`src/hw/rtl/qoi_pkg.sv`:
```
// Shared constants, chunk descriptor type and hash function of the QOI encoder.
`timescale 1ns / 1ps

package qoi_pkg;

	localparam int TABLE_DEPTH = 64;
	localparam int SLOT_W      = $clog2(TABLE_DEPTH);
	localparam int PIXEL_W     = 32;
	localparam int CHUNK_MAX   = 5;
	localparam int CHUNK_IDX_W = $clog2(CHUNK_MAX + 1);
	localparam int END_LEN     = 8;
	localparam int END_IDX_W   = $clog2(END_LEN);

	localparam logic [7:0] OP_DIFF  = 8'h40;
	localparam logic [7:0] OP_LUMA  = 8'h80;
	localparam logic [7:0] OP_RUN   = 8'hC0;
	localparam logic [7:0] OP_RGB   = 8'hFE;
	localparam logic [7:0] OP_RGBA  = 8'hFF;

	localparam logic [5:0] RUN_MAX      = 6'd62;
	localparam logic [7:0] ALPHA_OPAQUE = 8'd255;
	localparam logic [PIXEL_W-1:0] PREV_RESET = 32'h0000_00FF;
	localparam logic [2:0] CC_RGB = 3'd3;
	localparam logic [2:0] CC_RGBA = 3'd4;
	localparam logic [END_IDX_W-1:0] END_MARK_IDX = END_IDX_W'(END_LEN - 1);
	localparam logic [7:0] END_MARK_BYTE = 8'h01;

	typedef struct packed {
		logic                           run_valid;
		logic [7:0]                     run_byte;
		logic [CHUNK_MAX-1:0][7:0]      bytes;
		logic [CHUNK_IDX_W-1:0]         len;
		logic                           end_valid;
	} chunk_t;

	// Only the low six bits of the weighted sum matter.
	function automatic logic [SLOT_W-1:0] qoi_hash(input logic [7:0] r, input logic [7:0] g,
			input logic [7:0] b, input logic [7:0] a);
		logic [SLOT_W-1:0] sum;
		sum = SLOT_W'(r) * SLOT_W'(3) + SLOT_W'(g) * SLOT_W'(5)
			+ SLOT_W'(b) * SLOT_W'(7) + SLOT_W'(a) * SLOT_W'(11);
		return sum;
	endfunction

endpackage

```
`src/hw/rtl/qoi_ram.sv`:
```
// Generic single-port-write, single-port-read RAM with registered read data.
`timescale 1ns / 1ps

module qoi_ram #(
	parameter int WIDTH = 32,
	parameter int DEPTH = 64
) (
	input  logic                     clk,
	input  logic                     we,
	input  logic [$clog2(DEPTH)-1:0] waddr,
	input  logic [WIDTH-1:0]         wdata,
	input  logic                     re,
	input  logic [$clog2(DEPTH)-1:0] raddr,
	output logic [WIDTH-1:0]         rdata
);

	logic [WIDTH-1:0] mem [DEPTH];

	always_ff @(posedge clk) begin
		if (we) begin
			mem[waddr] <= wdata;
		end
		if (re) begin
			rdata <= mem[raddr];
		end
	end

endmodule

```
`src/hw/rtl/qoi_ser.sv`:
```
// Byte serializer: plays out the run byte, the chunk bytes and the end marker of one pixel.
`timescale 1ns / 1ps

module qoi_ser (
	input  logic            clk,
	input  logic            arst_n,
	input  logic            load,
	input  qoi_pkg::chunk_t desc,
	output logic            load_ok,
	output logic            byte_valid,
	input  logic            byte_ready,
	output logic [7:0]      out_byte,
	output logic            last_of_pixel,
	output logic            end_of_image
);

	import qoi_pkg::*;

	logic                       run_pend_q;
	logic [7:0]                 run_byte_q;
	logic [CHUNK_MAX-1:0][7:0]  chunk_q;
	logic [CHUNK_IDX_W-1:0]     chunk_len_q;
	logic [CHUNK_IDX_W-1:0]     chunk_idx_q;
	logic                       end_pend_q;
	logic [END_IDX_W-1:0]       end_idx_q;

	logic in_chunk;
	logic chunk_final;
	logic take;

	assign in_chunk    = chunk_idx_q != chunk_len_q;
	assign chunk_final = (chunk_idx_q + CHUNK_IDX_W'(1)) == chunk_len_q;
	assign byte_valid  = run_pend_q || in_chunk || end_pend_q;
	assign take        = byte_valid && byte_ready;

	always_comb begin
		out_byte      = 8'h00;
		last_of_pixel = 1'b0;
		end_of_image  = 1'b0;
		if (run_pend_q) begin
			out_byte      = run_byte_q;
			last_of_pixel = !in_chunk && !end_pend_q;
		end else if (in_chunk) begin
			out_byte      = chunk_q[chunk_idx_q];
			last_of_pixel = chunk_final && !end_pend_q;
		end else if (end_pend_q) begin
			out_byte      = (end_idx_q == END_MARK_IDX) ? END_MARK_BYTE : 8'h00;
			last_of_pixel = end_idx_q == END_MARK_IDX;
			end_of_image  = end_idx_q == END_MARK_IDX;
		end
	end

	// A new descriptor may come in as the final beat of the previous one leaves.
	assign load_ok = !byte_valid || (take && last_of_pixel);

	always_ff @(posedge clk or negedge arst_n) begin
		if (!arst_n) begin
			run_pend_q  <= 1'b0;
			chunk_len_q <= '0;
			chunk_idx_q <= '0;
			end_pend_q  <= 1'b0;
			end_idx_q   <= '0;
		end else if (load) begin
			run_pend_q  <= desc.run_valid;
			chunk_len_q <= desc.len;
			chunk_idx_q <= '0;
			end_pend_q  <= desc.end_valid;
			end_idx_q   <= '0;
		end else if (take) begin
			if (run_pend_q) begin
				run_pend_q <= 1'b0;
			end else if (in_chunk) begin
				chunk_idx_q <= chunk_idx_q + CHUNK_IDX_W'(1);
			end else if (end_idx_q == END_MARK_IDX) begin
				end_pend_q <= 1'b0;
			end else begin
				end_idx_q <= end_idx_q + END_IDX_W'(1);
			end
		end
	end

	always_ff @(posedge clk) begin
		if (load) begin
			run_byte_q <= desc.run_byte;
			chunk_q    <= desc.bytes;
		end
	end

`ifndef SYNTHESIS
	a_eoi_is_last: assert property (@(posedge clk) disable iff (!arst_n)
		byte_valid && end_of_image |-> last_of_pixel)
		else $error("end marker beat not flagged as last of pixel");
	a_load_safe: assert property (@(posedge clk) disable iff (!arst_n)
		load |-> !byte_valid || (byte_ready && last_of_pixel))
		else $error("descriptor loaded over pending beats");
	a_idx_in_chunk: assert property (@(posedge clk) disable iff (!arst_n)
		chunk_idx_q <= chunk_len_q)
		else $error("chunk index ran past the chunk length");
`endif

endmodule

```
`src/hw/rtl/qoi_image_encoder.sv`:
```
// Top level of the QOI chunk encoder: colour table pipeline, pixel state and serializer.
`timescale 1ns / 1ps

// Takes one RGBA pixel per beat and produces the QOI chunk stream (no file header) one byte
// per beat. Each pixel's entry in the 64-entry colour table is read from a synchronous RAM
// at acceptance and compared in the next cycle, where the table is written back, with a
// forwarding register covering a write and a read of the same entry in adjacent pixels.
// Pixels that extend a run or produce a single byte sustain one pixel per cycle while the byte
// output is ready. A pixel that produces more bytes (two for LUMA, four for RGB, five for RGBA,
// one more when a run is flushed ahead of the chunk, eight more for the end marker on the last
// pixel) holds the byte serializer until its last byte is taken, and the input pauses meanwhile.
// After the last pixel the table, previous pixel and run count return to their reset values at
// once (per-entry valid flags), so no clearing pass is needed and the next image may follow
// immediately. channel_count (3 or 4) must be written on cfg_we while idle; nothing enforces it.
module qoi_image_encoder (
	input  logic       clk,
	input  logic       arst_n,
	input  logic       cfg_we,
	input  logic [2:0] cfg_wdata,
	input  logic       pix_valid,
	output logic       pix_ready,
	input  logic [7:0] red,
	input  logic [7:0] green,
	input  logic [7:0] blue,
	input  logic [7:0] alpha,
	input  logic       last_pixel,
	output logic       byte_valid,
	input  logic       byte_ready,
	output logic [7:0] out_byte,
	output logic       last_of_pixel,
	output logic       end_of_image
);

	import qoi_pkg::*;

	logic [2:0]             cc_q;
	logic                   pix_accept;
	logic [7:0]             alpha_in;
	logic [SLOT_W-1:0]      hash_in;

	logic                   s1_valid;
	logic [PIXEL_W-1:0]     px_s1;
	logic [SLOT_W-1:0]      slot_s1;
	logic                   last_s1;

	logic [PIXEL_W-1:0]     prev_q;
	logic [5:0]             run_q;
	logic [TABLE_DEPTH-1:0] tbl_valid_q;
	logic                   fwd_valid_q;
	logic [SLOT_W-1:0]      fwd_slot_q;
	logic [PIXEL_W-1:0]     fwd_data_q;

	logic [PIXEL_W-1:0]     ram_rdata;
	logic [PIXEL_W-1:0]     entry;
	logic                   same;
	logic                   hit;
	logic [5:0]             run_inc;
	logic [5:0]             run_next;
	logic                   tbl_we;
	logic                   emit;
	logic                   s1_adv;
	logic                   ser_load;
	logic                   ser_ok;
	chunk_t                 desc;

	logic [7:0] r_s1, g_s1, b_s1, a_s1;
	logic [7:0] dr, dg, db, rg, bg;
	logic [7:0] dr2, dg2, db2, dg32, rg8, bg8;

	// Configuration
	always_ff @(posedge clk or negedge arst_n) begin
		if (!arst_n) begin
			cc_q <= CC_RGBA;
		end else if (cfg_we) begin
			cc_q <= cfg_wdata;
		end
	end

	assign alpha_in   = (cc_q == CC_RGB) ? ALPHA_OPAQUE : alpha;
	assign hash_in    = qoi_hash(red, green, blue, alpha_in);
	assign pix_ready  = !s1_valid || s1_adv;
	assign pix_accept = pix_valid && pix_ready;

	// Stage 1 holds the pixel while its table entry is read.
	always_ff @(posedge clk or negedge arst_n) begin
		if (!arst_n) begin
			s1_valid <= 1'b0;
		end else if (pix_ready) begin
			s1_valid <= pix_valid;
		end
	end

	always_ff @(posedge clk) begin
		if (pix_accept) begin
			px_s1   <= {red, green, blue, alpha_in};
			slot_s1 <= hash_in;
			last_s1 <= last_pixel;
		end
	end

	qoi_ram #(
		.WIDTH(PIXEL_W),
		.DEPTH(TABLE_DEPTH)
	) u_table (
		.clk  (clk),
		.we   (s1_adv && tbl_we),
		.waddr(slot_s1),
		.wdata(px_s1),
		.re   (pix_accept),
		.raddr(hash_in),
		.rdata(ram_rdata)
	);

	assign {r_s1, g_s1, b_s1, a_s1} = px_s1;

	// The RAM read is read-first, so a write in the read cycle is taken from the forward register.
	always_comb begin
		if (!tbl_valid_q[slot_s1]) begin
			entry = '0;
		end else if (fwd_valid_q && fwd_slot_q == slot_s1) begin
			entry = fwd_data_q;
		end else begin
			entry = ram_rdata;
		end
	end

	assign same    = px_s1 == prev_q;
	assign hit     = entry == px_s1;
	assign run_inc = run_q + 6'd1;

	assign dr   = r_s1 - prev_q[31:24];
	assign dg   = g_s1 - prev_q[23:16];
	assign db   = b_s1 - prev_q[15:8];
	assign rg   = dr - dg;
	assign bg   = db - dg;
	assign dr2  = dr + 8'd2;
	assign dg2  = dg + 8'd2;
	assign db2  = db + 8'd2;
	assign dg32 = dg + 8'd32;
	assign rg8  = rg + 8'd8;
	assign bg8  = bg + 8'd8;

	always_comb begin
		desc     = '0;
		run_next = run_q;
		tbl_we   = 1'b0;
		if (same) begin
			if (run_inc >= RUN_MAX || last_s1) begin
				desc.run_valid = 1'b1;
				desc.run_byte  = OP_RUN | {2'b00, run_q};
				run_next       = '0;
			end else begin
				run_next = run_inc;
			end
		end else begin
			run_next = '0;
			if (run_q != 6'd0) begin
				desc.run_valid = 1'b1;
				desc.run_byte  = OP_RUN | {2'b00, run_q - 6'd1};
			end
			if (hit) begin
				desc.bytes[0] = {2'b00, slot_s1};
				desc.len      = CHUNK_IDX_W'(1);
			end else begin
				tbl_we = 1'b1;
				if (a_s1 == prev_q[7:0]) begin
					if (dr2 < 8'd4 && dg2 < 8'd4 && db2 < 8'd4) begin
						desc.bytes[0] = OP_DIFF | {2'b00, dr2[1:0], dg2[1:0], db2[1:0]};
						desc.len      = CHUNK_IDX_W'(1);
					end else if (dg32 < 8'd64 && rg8 < 8'd16 && bg8 < 8'd16) begin
						desc.bytes[0] = OP_LUMA | {2'b00, dg32[5:0]};
						desc.bytes[1] = {rg8[3:0], bg8[3:0]};
						desc.len      = CHUNK_IDX_W'(2);
					end else begin
						desc.bytes[0] = OP_RGB;
						desc.bytes[1] = r_s1;
						desc.bytes[2] = g_s1;
						desc.bytes[3] = b_s1;
						desc.len      = CHUNK_IDX_W'(4);
					end
				end else begin
					desc.bytes[0] = OP_RGBA;
					desc.bytes[1] = r_s1;
					desc.bytes[2] = g_s1;
					desc.bytes[3] = b_s1;
					desc.bytes[4] = a_s1;
					desc.len      = CHUNK_IDX_W'(5);
				end
			end
		end
		desc.end_valid = last_s1;
	end

	assign emit     = desc.run_valid || desc.len != '0 || desc.end_valid;
	assign s1_adv   = s1_valid && (!emit || ser_ok);
	assign ser_load = s1_adv && emit;

	// Pixel state; the last pixel of an image puts everything back to its reset value.
	// The forward mark stays with the pixel that read behind the write until that pixel leaves.
	always_ff @(posedge clk or negedge arst_n) begin
		if (!arst_n) begin
			prev_q      <= PREV_RESET;
			run_q       <= '0;
			tbl_valid_q <= '0;
			fwd_valid_q <= 1'b0;
		end else begin
			if (s1_adv) begin
				fwd_valid_q <= tbl_we && !last_s1 && pix_accept;
				if (last_s1) begin
					prev_q      <= PREV_RESET;
					run_q       <= '0;
					tbl_valid_q <= '0;
				end else begin
					prev_q <= px_s1;
					run_q  <= run_next;
					if (tbl_we) begin
						tbl_valid_q[slot_s1] <= 1'b1;
					end
				end
			end
		end
	end

	always_ff @(posedge clk) begin
		if (s1_adv) begin
			fwd_slot_q <= slot_s1;
			fwd_data_q <= px_s1;
		end
	end

	qoi_ser u_ser (
		.clk          (clk),
		.arst_n       (arst_n),
		.load         (ser_load),
		.desc         (desc),
		.load_ok      (ser_ok),
		.byte_valid   (byte_valid),
		.byte_ready   (byte_ready),
		.out_byte     (out_byte),
		.last_of_pixel(last_of_pixel),
		.end_of_image (end_of_image)
	);

`ifndef SYNTHESIS
	a_fwd_needs_read: assert property (@(posedge clk) disable iff (!arst_n)
		fwd_valid_q |-> s1_valid)
		else $error("forward register armed with no pixel waiting on the table");
	a_run_bounded: assert property (@(posedge clk) disable iff (!arst_n)
		run_q < RUN_MAX)
		else $error("run count passed its limit");
	a_clear_on_last: assert property (@(posedge clk) disable iff (!arst_n)
		s1_adv && last_s1 |=> tbl_valid_q == '0 && run_q == '0 && prev_q == PREV_RESET)
		else $error("state not cleared after the last pixel");
`endif

endmodule
```
`config.mk`:
```
export PLATFORM = sky130hd
export DESIGN_NAME = qoi_image_encoder
export DESIGN_NICKNAME = d
export VERILOG_FILES = /design/src/hw/rtl/qoi_pkg.sv /design/src/hw/rtl/qoi_ram.sv /design/src/hw/rtl/qoi_ser.sv /design/src/hw/rtl/qoi_image_encoder.sv
export SDC_FILE = /design/constraint.sdc
export NUM_CORES = 2
export LEC_CHECK = 0
export BUFFER_PORTS_ARGS = -buffer_cell sky130_fd_sc_hd__buf_2
export CORE_MARGIN = 10
export CORE_UTILIZATION = 40
export CTS_CLUSTER_DIAMETER = 100
export DETAILED_ROUTE_END_ITERATION = 6
export PLACE_DENSITY = 0.61
export SYNTH_ARGS = -nofsm -noshare
export SYNTH_HDL_FRONTEND = slang
export SYNTH_SLANG_ARGS = --single-unit
```
`constraint.sdc`:
```
create_clock -name clk -period 18 [get_ports clk]
set_clock_uncertainty 0.2 [all_clocks]
set_input_delay 0.9 -clock clk [delete_from_list [all_inputs] [get_ports clk]]
set_output_delay 0.9 -clock clk [all_outputs]
set_load 0.01 [all_outputs]
```
== After elaboration in Yosys (flattened, before gate mapping) ==
Memories as Yosys holds them, arrays and structs flattened. A register that Yosys moved wholly into a read port is not among the register bits.
Index checks and enable logic that the tools add are counted.
Word-level totals
  flip-flop bits (word level): 243
  memory bits (writable): 2048
  bits of input ports: 41
  output and inout port bits: 12
  word-level logic and storage cells: 165
  memories: 1
Memories
  u_table.mem: words 64, width 32, read ports 1, clocked after Yosys merged registers in 1, write ports 1, RTL line qoi_ram.sv:17  | logic [WIDTH-1:0] mem [DEPTH];
Cells by class
  add/sub/neg operators: 18
  multipliers: 4
  magnitude comparators: 10
  eq/ne operators: 11
  multiplexer cells: 54
  bitwise gates (word level): 1
  reduce and logical (&&, ||, !) cells: 42
Operators by type and width (count)
  two-way mux 64 bit: 2
  two-way mux 32 bit: 3
  == test 32 bit: 2
  bitwise OR 64 bit: 1
  subtractor 8 bit: 5
  two-way mux 9 bit: 4
  two-way mux 35 bit: 1
  two-way mux 8 bit: 4
  two-way mux 3 bit: 10
  adder 8 x 2 -> 8 bit (second input constant): 3
  binary-select mux 8 bit (select 3 bit): 1
  less-than comparator 8 x 3 -> 1 bit (second input constant): 3
  two-way mux 24 bit: 1
  two-way mux 6 bit: 4
  two-way mux 1 bit: 19
  two-way mux 19 bit: 1
  adder 6 bit: 3
  adder 8 x 4 -> 8 bit (second input constant): 2
  logical AND 1 bit: 16
  less-than comparator 8 x 5 -> 1 bit (second input constant): 2
  two-way mux 16 bit: 1
  multiplier 6 x 3 -> 6 bit (second input constant): 2
  two-way mux 11 bit: 1
  adder 8 x 6 -> 8 bit (second input constant): 1
  29 further kinds: 48

== Longest topological paths before layout ==
  word-level depth: 20
  mapped depth: 21
  depth with buffers taken out: 19

== Hierarchy ==
A second synthesis with hierarchy kept.
Unflattened totals
  cells, all modules: 4752
  area, all modules: 94069.0 um2
By module, submodules not included
  qoi_ram: instances 1, cells an instance 3324, area each 78835.6 um2, sequential area each 62459.9 um2
  qoi_image_encoder: instances 1, cells an instance 1263, area each 12707.2 um2, sequential area each 5001.0 um2
  qoi_ser: instances 1, cells an instance 165, area each 2526.2 um2, sequential area each 1716.6 um2

== Worst setup path before layout ==
OpenSTA, ideal clock, no wires.
  path type: reg-to-reg
  start point: reg px_s1[16]
  end point: reg last_s1, enable pin
  library setup time: 0.509 ns
  arrival: 6.077 ns
  data required time: 17.291 ns
  setup slack: 11.215 ns
  cell stages (with the launch flop): 10
  buffers on the path: 0
  period minus slack after synthesis: 6.785 ns
  cells stage by stage: edfxtp_1 -> inv_1 -> ha_1 -> nand4_1 -> nor4_1 -> nand4_1 -> or3_1 -> nand2_1 -> nor2_1 -> nor2b_1
Between the ends
  longest elaborated chain between the ends: 19
  elaborated cells between the ends (all ways): 31
  classes of those cells: add/sub (7); order compare (4); eq/ne (2); mux (6); reduce/logical (12)
Ends and longest elaborated chain
  from (decl): RTL line qoi_image_encoder.sv:42  | logic [PIXEL_W-1:0] px_s1;
  from (signal assigned): RTL line qoi_image_encoder.sv:95  | px_s1 <= {red, green, blue, alpha_in};
  subtractor 8 bit: RTL line qoi_image_encoder.sv:132  | assign dg = g_s1 - prev_q[23:16];
  subtractor 8 bit: RTL line qoi_image_encoder.sv:134  | assign rg = dr - dg;
  adder 8 x 4 -> 8 bit: RTL line qoi_image_encoder.sv:140  | assign rg8 = rg + 8'd8;
  less-than comparator 8 x 5 -> 1 bit: RTL line qoi_image_encoder.sv:170  | end else if (dg32 < 8'd64 && rg8 < 8'd16 && bg8 < 8'd16) begin
  logical AND 1 bit (2 in a row): RTL line qoi_image_encoder.sv:170
  two-way mux 19 bit: RTL line qoi_image_encoder.sv:170
  two-way mux 11 bit: RTL line qoi_image_encoder.sv:167  | if (dr2 < 8'd4 && dg2 < 8'd4 && db2 < 8'd4) begin
  two-way mux 35 bit: RTL line qoi_image_encoder.sv:166  | if (a_s1 == prev_q[7:0]) begin
  [2 not listed]
  nonzero test 3 bit: RTL line qoi_image_encoder.sv:194  | assign emit = desc.run_valid || desc.len != '0 || desc.end_valid;
  logical OR 1 bit * (2 in a row): RTL line qoi_image_encoder.sv:194
  zero test 1 bit *: RTL line qoi_image_encoder.sv:195  | assign s1_adv = s1_valid && (!emit || ser_ok);
  logical OR 1 bit *: RTL line qoi_image_encoder.sv:195
  logical AND 1 bit *: RTL line qoi_image_encoder.sv:195
  logical OR 1 bit *: RTL line qoi_image_encoder.sv:81  | assign pix_ready = !s1_valid || s1_adv;
  logical AND 1 bit *: RTL line qoi_image_encoder.sv:82  | assign pix_accept = pix_valid && pix_ready;
  net pix_accept: RTL line qoi_image_encoder.sv:37  | logic pix_accept;
  to (signal assigned): RTL line qoi_image_encoder.sv:97  | last_s1 <= last_pixel;
  to (decl): RTL line qoi_image_encoder.sv:44  | logic last_s1;
The timed path passes the listed nets; every way through them passes the cells marked *.
A chain may end at the register's enable or synchronous reset.

== Worst setup path after layout ==
  start point: reg cc_q[1]
  end point: reg u_table.rdata[20], read port of u_table.mem, data pin
Between the ends
  longest elaborated chain between the ends: 4
Ends and longest elaborated chain
  from (decl): RTL line qoi_image_encoder.sv:36  | logic [2:0] cc_q;
  from (signal assigned): RTL line qoi_image_encoder.sv:75  | cc_q <= cfg_wdata;
  == test 3 x 2 -> 1 bit: RTL line qoi_image_encoder.sv:79  | assign alpha_in = (cc_q == CC_RGB) ? ALPHA_OPAQUE : alpha;
  two-way mux 6 bit: RTL line qoi_image_encoder.sv:79
  net alpha_in[1]: RTL line qoi_image_encoder.sv:38  | logic [7:0] alpha_in;
  multiplier 6 x 4 -> 6 bit: RTL line qoi_pkg.sv:41  | + SLOT_W'(b) * SLOT_W'(7) + SLOT_W'(a) * SLOT_W'(11);
  adder 6 bit: RTL line qoi_pkg.sv:41
  net hash_in[1]: RTL line qoi_image_encoder.sv:39  | logic [SLOT_W-1:0] hash_in;
  to (decl): RTL line qoi_ram.sv:14  | output logic [WIDTH-1:0] rdata
The timed path passes the listed nets, and every way through them passes these cells.

==> metrics.yaml <==
global_route:
  grt_pass1_vias: 48255
  grt_start_max_net_pins: 121
  antenna_found_initial: 22
  grt_pass1_wl_um: 363000
  grtUsageTotal_pct: 19.6
  grt_overflow: 0
die:
  dieWidth_um: 505
  die_area_mm2: 0.255
  rows: 178
  die_h_um: 505
  core_area_mm2: 0.235
  pin_count: 53
  initial_utilization_pct: 40.2
worst_setup_path:
  path_class: "register to register"
  critical_path_required_ns: 18.36
  rr_worst_depth: 15
  arrival_ns: 7.63
  cp-end-kind: "register"
  start_kind: "register"
  crit_fanout: 57
  timing.rr.end: "u_table.rdata[20]"
  r2r_start: "cc_q[1]"
  crit_path_start: "cc_q[1]"
  r2r_setup_slack_ns: 10.73
synth:
  synth_edf_count: 2204
  synthArstFlopShare_pct: 5.08
  synth_fp_nets: 4765
  synth_compound_area_share_pct: 2.79
  synth_cell_types: 79
  ys.warnings.count: 0
  yosys.area.top_type_share_pct: 70.2
  synth_adder_area_share_pct: 1.55
  synthTopCellsByArea: "edfxtp_1, mux4_2, dfrtp_1, ha_1, mux2i_1"
  ys_seq_elements: 2322
  synth.avg_cell_area_um2: 20.4
  synth_xor_xnor_area_share_pct: 0.686
  muxShareOfSynthArea_pct: 16.6
  synthSimpleGateAreaFrac_pct: 3.52
  syn_area_mm2: 0.0943
  yosys-top-cells-count: "edfxtp_1, mux4_2, clkbuf_1, nand2_1, o21ai_0"
  synth_largest_area_cell: "edfxtp_1"
  netlist_instances: 4624
  synth_top_family_by_area: "multiplexers"
  yosysMostFrequentCell: "edfxtp_1"
  seq_area_frac_synth_pct: 73.4
  synth_ff_type: "edfxtp_1"
final_layout:
  fin_nets: 4988
  postLayoutCellArea_mm2: 0.107
  syn_to_final_growth_pct: 13.3
  utilization_pct: 45.5
  drive_gt1_share_pct: 25.8
  fin_cells: 8196
  fillers: 19595
detailed_routing:
  ant_nets: 0
  postRouteWirelength_um: 254000
  via_count: 47965
  post_drt_wl_per_cell_um: 31.0
  route.detailed.drc: 21
  avgViaCountPerCell: 5.85
  drt_iter0_drc: 6647
  drt_first_pass_iters: 7
pwr:
  p_leak_uw: 0.0342
  vdd_drop_max_mv: 0.581
  p_total_uw: 20700
  p_per_area_mw_per_mm2: 194
timing:
  fin_crit_ns: 7.27
  post-route-period-util_pct: 40.4
  tightest_slew_ns: 1.22
  setup_viol: 0
  fmax_ghz: 0.138
  slew_viol_final: 0
  hold_viol: 0
  tns_ns: 0
  rsz0062_at_grt: "false"
  slew_headroom_pct: 19.0
cts:
  cts.htree.levels: 4
  clockRootBuffer: "clkbuf_16"
  clk_pin_slew_ns: 0.06
  clock_latency_ns: 0.88
  clock_sinks: 2322
  numCtsBuffers: 230
  clock_path_buffers: 3
  cts_tree: "done"
placed_design:
  io_buffers: 52
  gp_congestion: 0.816
  placedCellCount: 7742
  dpl_cell_area_mm2: 0.0992
  hpwl_um: 138000
outcome:
  status: "finished, violations left"
  violations: "design-rule violations"
min_path:
  holdPathEnd: "px_s1[9]"
  min-delay-start: "blue[1]"
  hp-class: "input pin to register"
  min_path_cells: 1
job:
  drv_cap: 0
## report_power, final
part / total [uW] / switching (uW) / internal [uW]
clock: 4720 / 2040 / 2670
sequential: 6840 / 225 / 6620
combinational: 9140 / 5820 / 3320
total: 20700 / 8090 / 12600
## repair_timing
action                                 CTS  global route
hold buffers                            23             0
endpoints found under the hold margin   75             0
resized for setup                        0             0
buffers inserted                         0             0
## routing by layer
layer | vias to the layer above | GRT usage [%] | wire [um]
li1 | 19552 | - | -
met1 | 25865 | 27.1 | 102000
met4 | 4 | 5.68 | 7420
met2 | 2170 | 31.6 | 123000
met3 | 374 | 3.69 | 21300
met5 | - | 0 | 27
## worst max-delay path by stage
stage          depth (start not counted)  slack [ns]           endpoint
5_1_grt                               15       10.38  u_table.rdata[12]
3_5_place_dp                          12       10.55  u_table.rdata[12]
6_report                              15       10.73  u_table.rdata[20]
2_1_floorplan                          9       11.21            last_s1
3_3_place_gp                          12       10.53  u_table.rdata[20]
4_1_cts                               15       10.76  u_table.rdata[20]
## cell type report
cell class	instances	area (um2)	share of cell area [%]
multi-input combinational	1943	24100	22.6
clock buffer	286	6060	5.67
antenna	5	12.5	0.0117
clock inverter	140	1330	1.24
sequential	2322	69100	64.8
inverter	118	443	0.415
tap	3150	3940	3.69
timing repair buffer	232	1750	1.64
## worst max-delay path, cell delays in order, from the launching register on
cell and delay [ns]:
dfrtp_1 0.36, nand2_1 0.07, or2_2 0.35, nand2b_1 0.19, inv_1 0.08, fa_1 0.48, inv_1 0.04, ha_1 0.26
ha_1 0.33, ha_4 0.87, buf_4 0.84, buf_4 0.76, mux4_2 0.42, mux4_2 0.48, mux2i_1 0.86, a21oi_1 0.15
## state kept, by name, summed over array words and instances, names as in the netlist, 6 cells and up
| register | flops |
|---|---|
| tbl_valid_q | 64 |
| px_s1 | 32 |
| slot_s1 | 6 |
| fwd_data_q | 32 |
| u_ser.run_byte_q | 7 |
| prev_q | 32 |
| fwd_slot_q | 6 |
| u_ser.chunk_q | 40 |
| u_table.mem | 2048 |
| u_table.rdata | 32 |
| run_q | 6 |
## cells by family after synthesis
logic type / count (synthesis)
AOI/OAI and AO/OA: 410
DFF: 2322
buffers and inverters: 359
xor gates and xnor gates: 69
muxes: 741
and+or+nand+nor: 623
adders and majority gates: 100
## stage by stage
step	setup slack [ns]	hold WS (ns)
floorplan	11.21	0.221
global placement	10.53	0.258
detailed placement	10.55	0.267
CTS	10.76	0.00150
global route	10.38	0.0407
finish	10.73	0.0738
## cells in the final DEF, fill, tap and decap left out, types with 51 or more instances in the layout
cell type  instances
clkbuf_16        233
a21oi_1           69
nor2b_1          109
o21ai_0          142
nor2_1            55
nor3_2            59
dfrtp_1          109
clkinv_1          52
nand2_1          145
buf_4            152
buf_2             51
mux4_2           654
mux2i_1           77
ha_1              69
edfxtp_1        2204
inv_1            116
No activity file was read; power rests on OpenSTA's default activity.
